File: src/rtl/first_fit_block_allocator_defines.svh
// Assertion helpers for the block allocator.
`ifndef FIRST_FIT_BLOCK_ALLOCATOR_DEFINES_SVH
`define FIRST_FIT_BLOCK_ALLOCATOR_DEFINES_SVH

// Same-cycle implication, checked outside reset.
`define FFA_ASSERT_NOW(label, ante, cons) \
  label: assert property (@(posedge clk) disable iff (rst) (ante) |-> (cons)) \
    else $error("allocator check failed");

// Next-cycle implication, checked outside reset.
`define FFA_ASSERT_NEXT(label, ante, cons) \
  label: assert property (@(posedge clk) disable iff (rst) (ante) |=> (cons)) \
    else $error("allocator check failed");

`endif

File: src/rtl/ffa_pkg.sv
package ffa_pkg;
  localparam int MAX_BLOCKS = 64;
  localparam int IDX_W = $clog2(MAX_BLOCKS);
  localparam int SUCC_W = IDX_W + 1;
  localparam int CNT_W = IDX_W + 1;
  localparam int HEADER_BYTES = 24;
  localparam int POOL_LIMIT_BYTES = 65536;
  localparam int ADDR_W = 16;
  localparam int POOL_W = 17;

  localparam logic [1:0] ST_DONE = 2'd0;
  localparam logic [1:0] ST_NO_FIT = 2'd1;
  localparam logic [1:0] ST_NOT_FOUND = 2'd2;

  localparam logic OP_ALLOC = 1'b0;
  localparam logic OP_FREE = 1'b1;

  typedef struct packed {
    logic [ADDR_W-1:0] start;
    logic [ADDR_W-1:0] len;
    logic              free;
    logic [SUCC_W-1:0] succ;
  } desc_t;
endpackage

File: src/rtl/first_fit_block_allocator.sv
// A request reads the head descriptor and walks the list to a hit or its end; an allocate
// that splits goes on through S_POP and S_SPLIT, a free goes on to a merge walk over the list.
// Throughput: one request at a time (in_stall is high outside idle), set by the walk
// over the descriptor memory with its single read port. A zero-byte allocate skips the walk.
// Reset (rst, synchronous): the pool is one free block of 65536 bytes with 63 spare
// descriptors; a pool size write re-initializes the same way. No clearing pass is needed.
`include "first_fit_block_allocator_defines.svh"

module first_fit_block_allocator (
  input  logic        clk,
  input  logic        rst,
  input  logic        in_valid,
  output logic        in_stall,
  input  logic        operation,
  input  logic [15:0] request_size,
  input  logic [15:0] block_address,
  output logic        out_valid,
  input  logic        out_stall,
  output logic [1:0]  status,
  output logic [15:0] payload_offset,
  input  logic        cfg_valid,
  output logic        cfg_ready,
  input  logic [16:0] pool_bytes_in_use
);

  typedef enum logic [2:0] {
    S_IDLE, S_WALK, S_POP, S_SPLIT, S_MSTART, S_MCUR, S_MNX, S_FINISH
  } state_t;

  localparam int IW = ffa_pkg::IDX_W;
  localparam int CW = ffa_pkg::CNT_W;
  localparam int AW = ffa_pkg::ADDR_W;
  localparam int PW = ffa_pkg::POOL_W;
  localparam logic [PW-1:0] HDR = PW'(ffa_pkg::HEADER_BYTES);
  localparam logic [PW-1:0] POOL_MAX = PW'(ffa_pkg::POOL_LIMIT_BYTES);
  localparam logic [CW-1:0] SPARE_ALL = CW'(ffa_pkg::MAX_BLOCKS - 1);
  localparam logic [ffa_pkg::SUCC_W-1:0] END_MARK = ffa_pkg::SUCC_W'(ffa_pkg::MAX_BLOCKS);

  // Descriptor memory: one record per block, one read and one write port.
  ffa_pkg::desc_t desc_mem [ffa_pkg::MAX_BLOCKS];
  // Spare descriptor stack memory.
  logic [IW-1:0] stk_mem [ffa_pkg::MAX_BLOCKS];

  state_t state, state_next;
  logic op;
  logic [15:0] req, addr;
  logic [IW-1:0] cur, cur_next, nx_idx, nx_idx_next;
  ffa_pkg::desc_t cur_rec, cur_rec_next;
  logic [1:0] res_status, res_status_next;
  logic [AW-1:0] res_off, res_off_next;
  logic [CW-1:0] count, count_next, wmark, wmark_next;
  logic head_valid;
  logic [AW-1:0] pool_len;

  // Memory ports
  logic rd_en, wr_en, stk_rd_en, stk_wr_en;
  logic [IW-1:0] rd_addr, wr_addr, stk_rd_pos, stk_wr_pos, stk_wr_data;
  ffa_pkg::desc_t wr_data, rd_q, rd_rec, merged;
  logic rd_init_q;
  logic [IW-1:0] stk_q, stk_pos_q, stk_n;
  logic stk_orig_q;

  logic [PW-1:0] need, pool_sat, new_len, new_start, off_hit;
  logic hit;

  assign in_stall = (state != S_IDLE);
  // Hold a pool size write while a request is offered, so the two never meet.
  assign cfg_ready = (state == S_IDLE) && !in_valid;

  // Clamp the pool size into the legal range.
  always_comb begin
    pool_sat = pool_bytes_in_use;
    if (pool_sat > POOL_MAX) begin
      pool_sat = POOL_MAX;
    end
    if (pool_sat < HDR) begin
      pool_sat = HDR;
    end
  end

  // Head descriptor reads as its initial record until first written.
  always_comb begin
    if (rd_init_q) begin
      rd_rec.start = '0;
      rd_rec.len = pool_len;
      rd_rec.free = 1'b1;
      rd_rec.succ = END_MARK;
    end else begin
      rd_rec = rd_q;
    end
  end

  // Stack positions below the low-water mark still hold the initial descending order.
  assign stk_n = stk_orig_q ? (IW'(ffa_pkg::MAX_BLOCKS - 1) - stk_pos_q) : stk_q;

  assign need = {1'b0, req} + HDR;
  assign new_len = {1'b0, cur_rec.len} - need;
  assign new_start = {1'b0, cur_rec.start} + HDR + new_len;
  assign off_hit = {1'b0, rd_rec.start} + HDR;
  assign hit = (op == ffa_pkg::OP_ALLOC)
             ? (rd_rec.free && ({1'b0, rd_rec.len} >= need))
             : (off_hit == {1'b0, addr});

  always_comb begin
    merged = cur_rec;
    merged.len = AW'({1'b0, cur_rec.len} + {1'b0, rd_rec.len} + HDR);
    merged.succ = rd_rec.succ;
  end

  always_comb begin
    state_next = state;
    cur_next = cur;
    nx_idx_next = nx_idx;
    cur_rec_next = cur_rec;
    res_status_next = res_status;
    res_off_next = res_off;
    count_next = count;
    wmark_next = wmark;
    rd_en = 1'b0;
    rd_addr = '0;
    wr_en = 1'b0;
    wr_addr = cur;
    wr_data = cur_rec;
    stk_rd_en = 1'b0;
    stk_rd_pos = IW'(count - CW'(1));
    stk_wr_en = 1'b0;
    stk_wr_pos = count[IW-1:0];
    stk_wr_data = nx_idx;
    case (state)
      S_IDLE: begin
        if (in_valid) begin
          res_status_next = ffa_pkg::ST_DONE;
          res_off_next = '0;
          cur_next = '0;
          if (operation == ffa_pkg::OP_ALLOC && request_size == '0) begin
            res_status_next = ffa_pkg::ST_NO_FIT;
            state_next = S_FINISH;
          end else begin
            rd_en = 1'b1;
            rd_addr = '0;
            state_next = S_WALK;
          end
        end
      end
      S_WALK: begin
        cur_rec_next = rd_rec;
        if (hit) begin
          if (op == ffa_pkg::OP_FREE) begin
            // Mark free, then merge over the whole list.
            wr_en = 1'b1;
            wr_data = rd_rec;
            wr_data.free = 1'b1;
            state_next = S_MSTART;
          end else if ({1'b0, rd_rec.len} == need) begin
            wr_en = 1'b1;
            wr_data = rd_rec;
            wr_data.free = 1'b0;
            res_off_next = off_hit[AW-1:0];
            state_next = S_FINISH;
          end else if (count == '0) begin
            res_status_next = ffa_pkg::ST_NO_FIT;
            state_next = S_FINISH;
          end else begin
            stk_rd_en = 1'b1;
            state_next = S_POP;
          end
        end else if (rd_rec.succ[IW]) begin
          res_status_next = (op == ffa_pkg::OP_ALLOC) ? ffa_pkg::ST_NO_FIT
                                                      : ffa_pkg::ST_NOT_FOUND;
          state_next = S_FINISH;
        end else begin
          cur_next = rd_rec.succ[IW-1:0];
          rd_en = 1'b1;
          rd_addr = rd_rec.succ[IW-1:0];
        end
      end
      S_POP: begin
        if (stk_n == '0) begin
          res_status_next = ffa_pkg::ST_NO_FIT;
          state_next = S_FINISH;
        end else begin
          // Shrink the free block and link the new one after it.
          count_next = count - CW'(1);
          wmark_next = (count - CW'(1) < wmark) ? count - CW'(1) : wmark;
          nx_idx_next = stk_n;
          wr_en = 1'b1;
          wr_data = cur_rec;
          wr_data.len = new_len[AW-1:0];
          wr_data.succ = {1'b0, stk_n};
          state_next = S_SPLIT;
        end
      end
      S_SPLIT: begin
        wr_en = 1'b1;
        wr_addr = nx_idx;
        wr_data.start = new_start[AW-1:0];
        wr_data.len = req;
        wr_data.free = 1'b0;
        wr_data.succ = cur_rec.succ;
        res_off_next = AW'(new_start + HDR);
        state_next = S_FINISH;
      end
      S_MSTART: begin
        rd_en = 1'b1;
        rd_addr = '0;
        cur_next = '0;
        state_next = S_MCUR;
      end
      S_MCUR: begin
        cur_rec_next = rd_rec;
        if (rd_rec.succ[IW]) begin
          state_next = S_FINISH;
        end else if (rd_rec.free) begin
          nx_idx_next = rd_rec.succ[IW-1:0];
          rd_en = 1'b1;
          rd_addr = rd_rec.succ[IW-1:0];
          state_next = S_MNX;
        end else begin
          cur_next = rd_rec.succ[IW-1:0];
          rd_en = 1'b1;
          rd_addr = rd_rec.succ[IW-1:0];
        end
      end
      S_MNX: begin
        if (rd_rec.free) begin
          // Absorb the neighbor and return its descriptor.
          cur_rec_next = merged;
          wr_en = 1'b1;
          wr_data = merged;
          stk_wr_en = 1'b1;
          count_next = count + CW'(1);
          if (rd_rec.succ[IW]) begin
            state_next = S_FINISH;
          end else begin
            nx_idx_next = rd_rec.succ[IW-1:0];
            rd_en = 1'b1;
            rd_addr = rd_rec.succ[IW-1:0];
          end
        end else if (rd_rec.succ[IW]) begin
          state_next = S_FINISH;
        end else begin
          cur_next = rd_rec.succ[IW-1:0];
          rd_en = 1'b1;
          rd_addr = rd_rec.succ[IW-1:0];
          state_next = S_MCUR;
        end
      end
      S_FINISH: begin
        if (!out_valid || !out_stall) begin
          state_next = S_IDLE;
        end
      end
      default: begin
        state_next = S_IDLE;
      end
    endcase
  end

  always_ff @(posedge clk) begin
    if (wr_en) begin
      desc_mem[wr_addr] <= wr_data;
    end
    if (rd_en) begin
      rd_q <= desc_mem[rd_addr];
      rd_init_q <= (rd_addr == '0) && !head_valid;
    end
  end

  always_ff @(posedge clk) begin
    if (stk_wr_en) begin
      stk_mem[stk_wr_pos] <= stk_wr_data;
    end
    if (stk_rd_en) begin
      stk_q <= stk_mem[stk_rd_pos];
      stk_pos_q <= stk_rd_pos;
      stk_orig_q <= ({1'b0, stk_rd_pos} < wmark);
    end
  end

  always_ff @(posedge clk) begin
    if (rst) begin
      state <= S_IDLE;
      out_valid <= 1'b0;
      count <= SPARE_ALL;
      wmark <= SPARE_ALL;
      head_valid <= 1'b0;
      pool_len <= AW'(POOL_MAX - HDR);
    end else begin
      state <= state_next;
      if (cfg_valid && cfg_ready) begin
        // Re-initialize the pool as one free block.
        count <= SPARE_ALL;
        wmark <= SPARE_ALL;
        head_valid <= 1'b0;
        pool_len <= AW'(pool_sat - HDR);
      end else begin
        count <= count_next;
        wmark <= wmark_next;
        if (wr_en && wr_addr == '0) begin
          head_valid <= 1'b1;
        end
      end
      if (state == S_FINISH && (!out_valid || !out_stall)) begin
        out_valid <= 1'b1;
      end else if (out_valid && !out_stall) begin
        out_valid <= 1'b0;
      end
    end
    if (state == S_IDLE && in_valid) begin
      op <= operation;
      req <= request_size;
      addr <= block_address;
    end
    cur <= cur_next;
    nx_idx <= nx_idx_next;
    cur_rec <= cur_rec_next;
    res_status <= res_status_next;
    res_off <= res_off_next;
    if (state == S_FINISH && (!out_valid || !out_stall)) begin
      status <= res_status;
      payload_offset <= res_off;
    end
  end

  `FFA_ASSERT_NOW(a_count_range, 1'b1, count <= SPARE_ALL)
  `FFA_ASSERT_NEXT(a_accept_busy, in_valid && !in_stall, state != S_IDLE)
  `FFA_ASSERT_NOW(a_pop_has_spare, state == S_POP, count != '0)

endmodule

File: config.mk
export PLATFORM = sky130hd
export DESIGN_NAME = first_fit_block_allocator
export DESIGN_NICKNAME = d
export VERILOG_FILES = /design/src/rtl/ffa_pkg.sv /design/src/rtl/first_fit_block_allocator.sv
export VERILOG_INCLUDE_DIRS = /design/src /design/src/rtl
export SDC_FILE = /design/constraint.sdc
export NUM_CORES = 2
export LEC_CHECK = 0
export BUFFER_PORTS_ARGS = -buffer_cell sky130_fd_sc_hd__buf_2
export CAP_MARGIN = 10
export CORE_ASPECT_RATIO = 0.9
export CORE_MARGIN = 4
export CORE_UTILIZATION = 23
export DETAILED_ROUTE_END_ITERATION = 10
export PLACE_DENSITY = 0.34
export SLEW_MARGIN = 20
export SYNTH_ARGS = -nofsm -noshare
export SYNTH_HDL_FRONTEND = slang
export SYNTH_SLANG_ARGS = --single-unit
File: constraint.sdc
create_clock -name clk -period 18.8 [get_ports clk]
set_input_delay 1.88 -clock clk [delete_from_list [all_inputs] [get_ports clk]]
set_output_delay 1.88 -clock clk [all_outputs]
set_load 0.005 [all_outputs]
==> results.md <==
Status:
- The flow ran to the end, and the final reports show no timing, DRC or antenna violations.

Route:
- The routed wire length is just over 500 mm.
- The number of detailed-routing iterations run before antenna repair is 6.
- Once detail routing completed, the nets flagged for antenna violations numbered 0.
- In this run, the number of DRC markers left after iteration 0 of detailed routing was approximately 8100.
- After detailed routing, the number of remaining DRC violations is 0.
- Dividing the detail-routed wire length by the instance count gives 29.6 µm.
- Detailed routing inserted a total of 82700 vias.
- The via density per instance is around 4.8.

Worst setup path:
- The capture instance of the worst register-to-register path is rd_q[13].
- The critical register-to-register path startpoint is rd_init_q.
- The largest fanout of any net on the critical path is approximately 120.
- The setup check on the worst reg-to-reg path leaves a slack of around 9500 ps.
- Data on the critical path is required at its endpoint by around 19000 ps.
- The worst setup path is launched from a register.
- The critical path class is reg2reg.
- The data arrival time at the worst-slack endpoint is 9980 ps.
- The worst setup path is captured at a register.
- For the worst flop-to-flop path, the logic depth is 20.

Timing:
- The worst pin sits at a relative slew slack of 25.7%.
- Adding up every negative setup slack in the final design gives 0 ps.
- The count of final hold-check violations was 0.
- Dividing the final minimum period by the clock period gives a little under 50%.
- The final setup violation count is 0.
- The number of max-slew violations in the final report was 0.
- The clock period could shrink to approximately 9300 ps.
- The post-route clock skew is just over 70 ps.
- Static timing analysis puts the maximum clock frequency at about 110 MHz.
- Setup repair after global routing left no endpoint under its margin.
- The measured slew at the worst slew-check pin is between 1000 and 1500 ps.

Clocking:
- After clock tree synthesis, the repair step resized 0 gates.
- The total clock sinks is 3154.
- The TritonCTS clock tree is done.
- The maximum level of the CTS H-tree is 5.
- Clock tree synthesis selected as its root buffer the cell clkbuf_16.
- The number of hold buffers added after CTS was 0.
- The clock-pin transition on the worst setup and hold timing paths is roughly 60 ps.
- The maximum clock insertion buffer count is 4.
- The number of setup buffers added after CTS is 0.
- The latest clock arrival within the worst-skew pair is 1000 ps.
- The clock buffer count from CTS is 364.

Final layout:
- For this run, the post-layout net count is slightly below 10000.
- Once layout is complete, the cells apart from fillers number between 15000 and 20000.
- The top cell types in the final layout, fill and taps aside, are edfxtp_1 (3119), nand2_1 (2005), nand3_1 (829).
- The sequential cell area in the final layout is 94400 µm².
- From synthesis to final layout, the design area changed by 16.6%.
- Leaving out fill and tap cells, the most frequent cell in the layout is edfxtp_1.
- Fill cells in the final layout number between 50000 and 60000.
- The total area of multi-input combinational cells is between 30000 and 40000 µm².
- The fraction of layout cells with a size suffix above 1 is a little under an eighth.

Place:
- Counting tap cells, the placed design contains a total of 16700 instances.
- At the end of routability-driven placement, the weighted congestion stood at between 0.8 and 0.9.
- The number of buffers added on ports is 75.
- Once detailed placement completed, the half-perimeter wirelength came to 302 mm.

Global route:
- The first global-routing pass estimated between 700 and 800 mm of wire.
- The via count of the first global-routing pass is roughly 80000.
- Across every metal layer, demand over resource in global routing totals about 17%.
- Entering global routing, the biggest net connects 128 pins.
- After global routing the overflow that remains totals 0.
- The initial antenna violation count came to 42.

Yosys:
- The number of nets in the synthesized netlist is 9604.
- After technology mapping, the gate count stands at around 9400.
- The synthesized netlist devotes less than 1% of its cell area to XOR and XNOR gates.
- The synthesis warning total is 0.
- Summing the areas of all fa, ha and maj instances in the mapped netlist gives less than 1% of the synthesized area.
- Summing the areas of all compound-gate instances in the mapped netlist gives a little under 7% of the synthesized area.
- Counting distinct cell types in the post-synthesis netlist gives between 80 and 90.
- The mapped netlist covers 130000 µm².
- A synthesized cell averages 13.8 µm².
- The number of enable flip-flop cells after synthesis is 3119.
- In the synthesized netlist the dominant register cell turns out to be edfxtp_1.
- By area, the combinational part of the netlist is dominated by simple AND/OR/NAND/NOR gates.
- The proportion of register bits with asynchronous set or reset after synthesis is 0%.
- Synthesis inferred 3154 register bits.
- The simple logic cell fraction of the synthesized area is between 10% and 20%.
- The multiplexer share of the synthesized area is under 10%.
- The portion of the post-synthesis area used by sequential elements is around 73%.

Power and ir drop:
- Summed over all cells, the static leakage comes to a little over 50 nW.
- The worst IR drop on VDD is about 0.00012 V.
- In this run the power density over the cells is between 100 and 150 nW/µm².

Die:
- The initial utilization of the core area, before any placement, comes to between 20 and 25%.
- The floorplan has between 200 and 300 rows.
- The height of the die is between 700 and 800 µm.
- The core region is 563000 µm².
- The overall die width is 801 µm.
- The die covers around 580000 µm².
- 76 I/O pins were placed.

Min path:
- In this run the most critical hold path is launched from res_off[10].
- The tightest min-delay check is of the reg2reg type.
- The path with the worst hold slack has its endpoint at payload_offset[10].
- The number of cells traversed by the worst hold path is 0.

Run:
- The number of max-capacitance violations reported is 0.
-- Yosys cell counts (90+ instances only) --
master / n / share of area, %
edfxtp_1: 3119 / 72
a31oi_1: 257 / 1.2
nand2_1: 2014 / 5.8
o21ai_0: 191 / 0.73
clkbuf_1: 239 / 0.69
and3_1: 143 / 0.69
o22ai_1: 142 / 0.68
nor2_1: 393 / 1.1
nand3_1: 830 / 3.2
buf_1: 90 / 0.26
buf_2: 173 / 0.67
a21oi_1: 310 / 1.2
a211oi_1: 113 / 0.65
mux2i_1: 333 / 2.6
mux4_2: 120 / 2.1
ha_1: 97 / 0.93
-- report_power, final --
group / switching [W] / internal (W)
combinational: 0.00365 / 0.00115
sequential: 0.000263 / 0.00933
clock: 0.00296 / 0.00380
total: 0.00687 / 0.0143
-- sequential cells by signal (all words and copies together), names as in the netlist, 2 cells and up --
name and flops:
desc_mem 2560, stk_mem 384, cur_rec 40, rd_q 40
addr 16, payload_offset 16, pool_len 16, req 16
res_off 16, count 7, wmark 7, cur 6
nx_idx 6, stk_pos_q 6, stk_q 6, state 3
res_status 2, status 2
-- routing by layer --
metal	up-vias	share of wire [%]	GRT usage [%]	routed length [µm]
li1	35900	-	-	-
met1	43800	47	25.0	244000
met2	2386	45	27.3	233000
met3	561	5.1	2.38	26100
met4	2	2.1	3.42	10600
met5	-	0.0025	0	13
-- how the worst max path moves through the flow --
stage                     startpoint         endpoint  slack [ps]  cells after the start
final                      rd_init_q         rd_q[13]        9470                     20
after global routing       rd_init_q         rd_q[13]        9270                     20
after CTS                  rd_init_q         rd_q[13]        9500                     20
after detailed placement   rd_init_q         rd_q[13]        9500                     20
after global placement     rd_init_q         rd_q[13]        9560                     20
after floorplan           cur_rec[8]  desc_mem[0][38]       11440                     20
-- worst max-delay path: stages (launching register included) --
cell	delay (ps)
edfxtp_1	320
buf_4	580
clkinv_1	740
nand2_1	390
ha_1	310
xor2_1	200
o221ai_1	160
a2111oi_2	430
o2111ai_1	220
or4_4	620
o211ai_4	240
and2_4	480
buf_4	550
buf_12	510
buf_4	710
mux2i_1	160
o22ai_1	170
a31oi_1	60
o211ai_1	610
a31oi_1	270
a41oi_1	850
-- cell type report --
cell class                 count  share of cell area (%)
sequential                  3154                    62.2
multi-input combinational   5626                    22.3
clock buffer                 465                    6.31
tap                         7495                    6.18
timing repair buffer         371                    1.85
clock inverter               187                   0.937
inverter                      84                   0.208
antenna                       14                  0.0231
-- logic make-up (layout without fill, tap and decap cells) --
| group | after synthesis | in the layout |
|---|---|---|
| xor+xnor | 97 | 97 |
| compound gates | 1358 | 1358 |
| flops | 3154 | 3154 |
| simple gates | 3607 | 3607 |
| fa+ha+maj | 101 | 101 |
| other cells | 0 | 14 |
| buf+inv | 669 | 1107 |
| mux | 463 | 463 |
-- stage by stage --
stage,utilization [%],hold WS (ps),power [W],instance area (µm²),setup slack (ps)
floorplan,-,400,0.0121,130000,11440
global placement,25.0,410,0.0145,141000,9560
detailed placement,25.0,405,0.0146,141000,9500
CTS,27.0,418,0.0214,152000,9500
global route,27.0,436,0.0220,152000,9270
finish,27.0,416,0.0211,152000,9470
(Power assumes the default switching activity.)
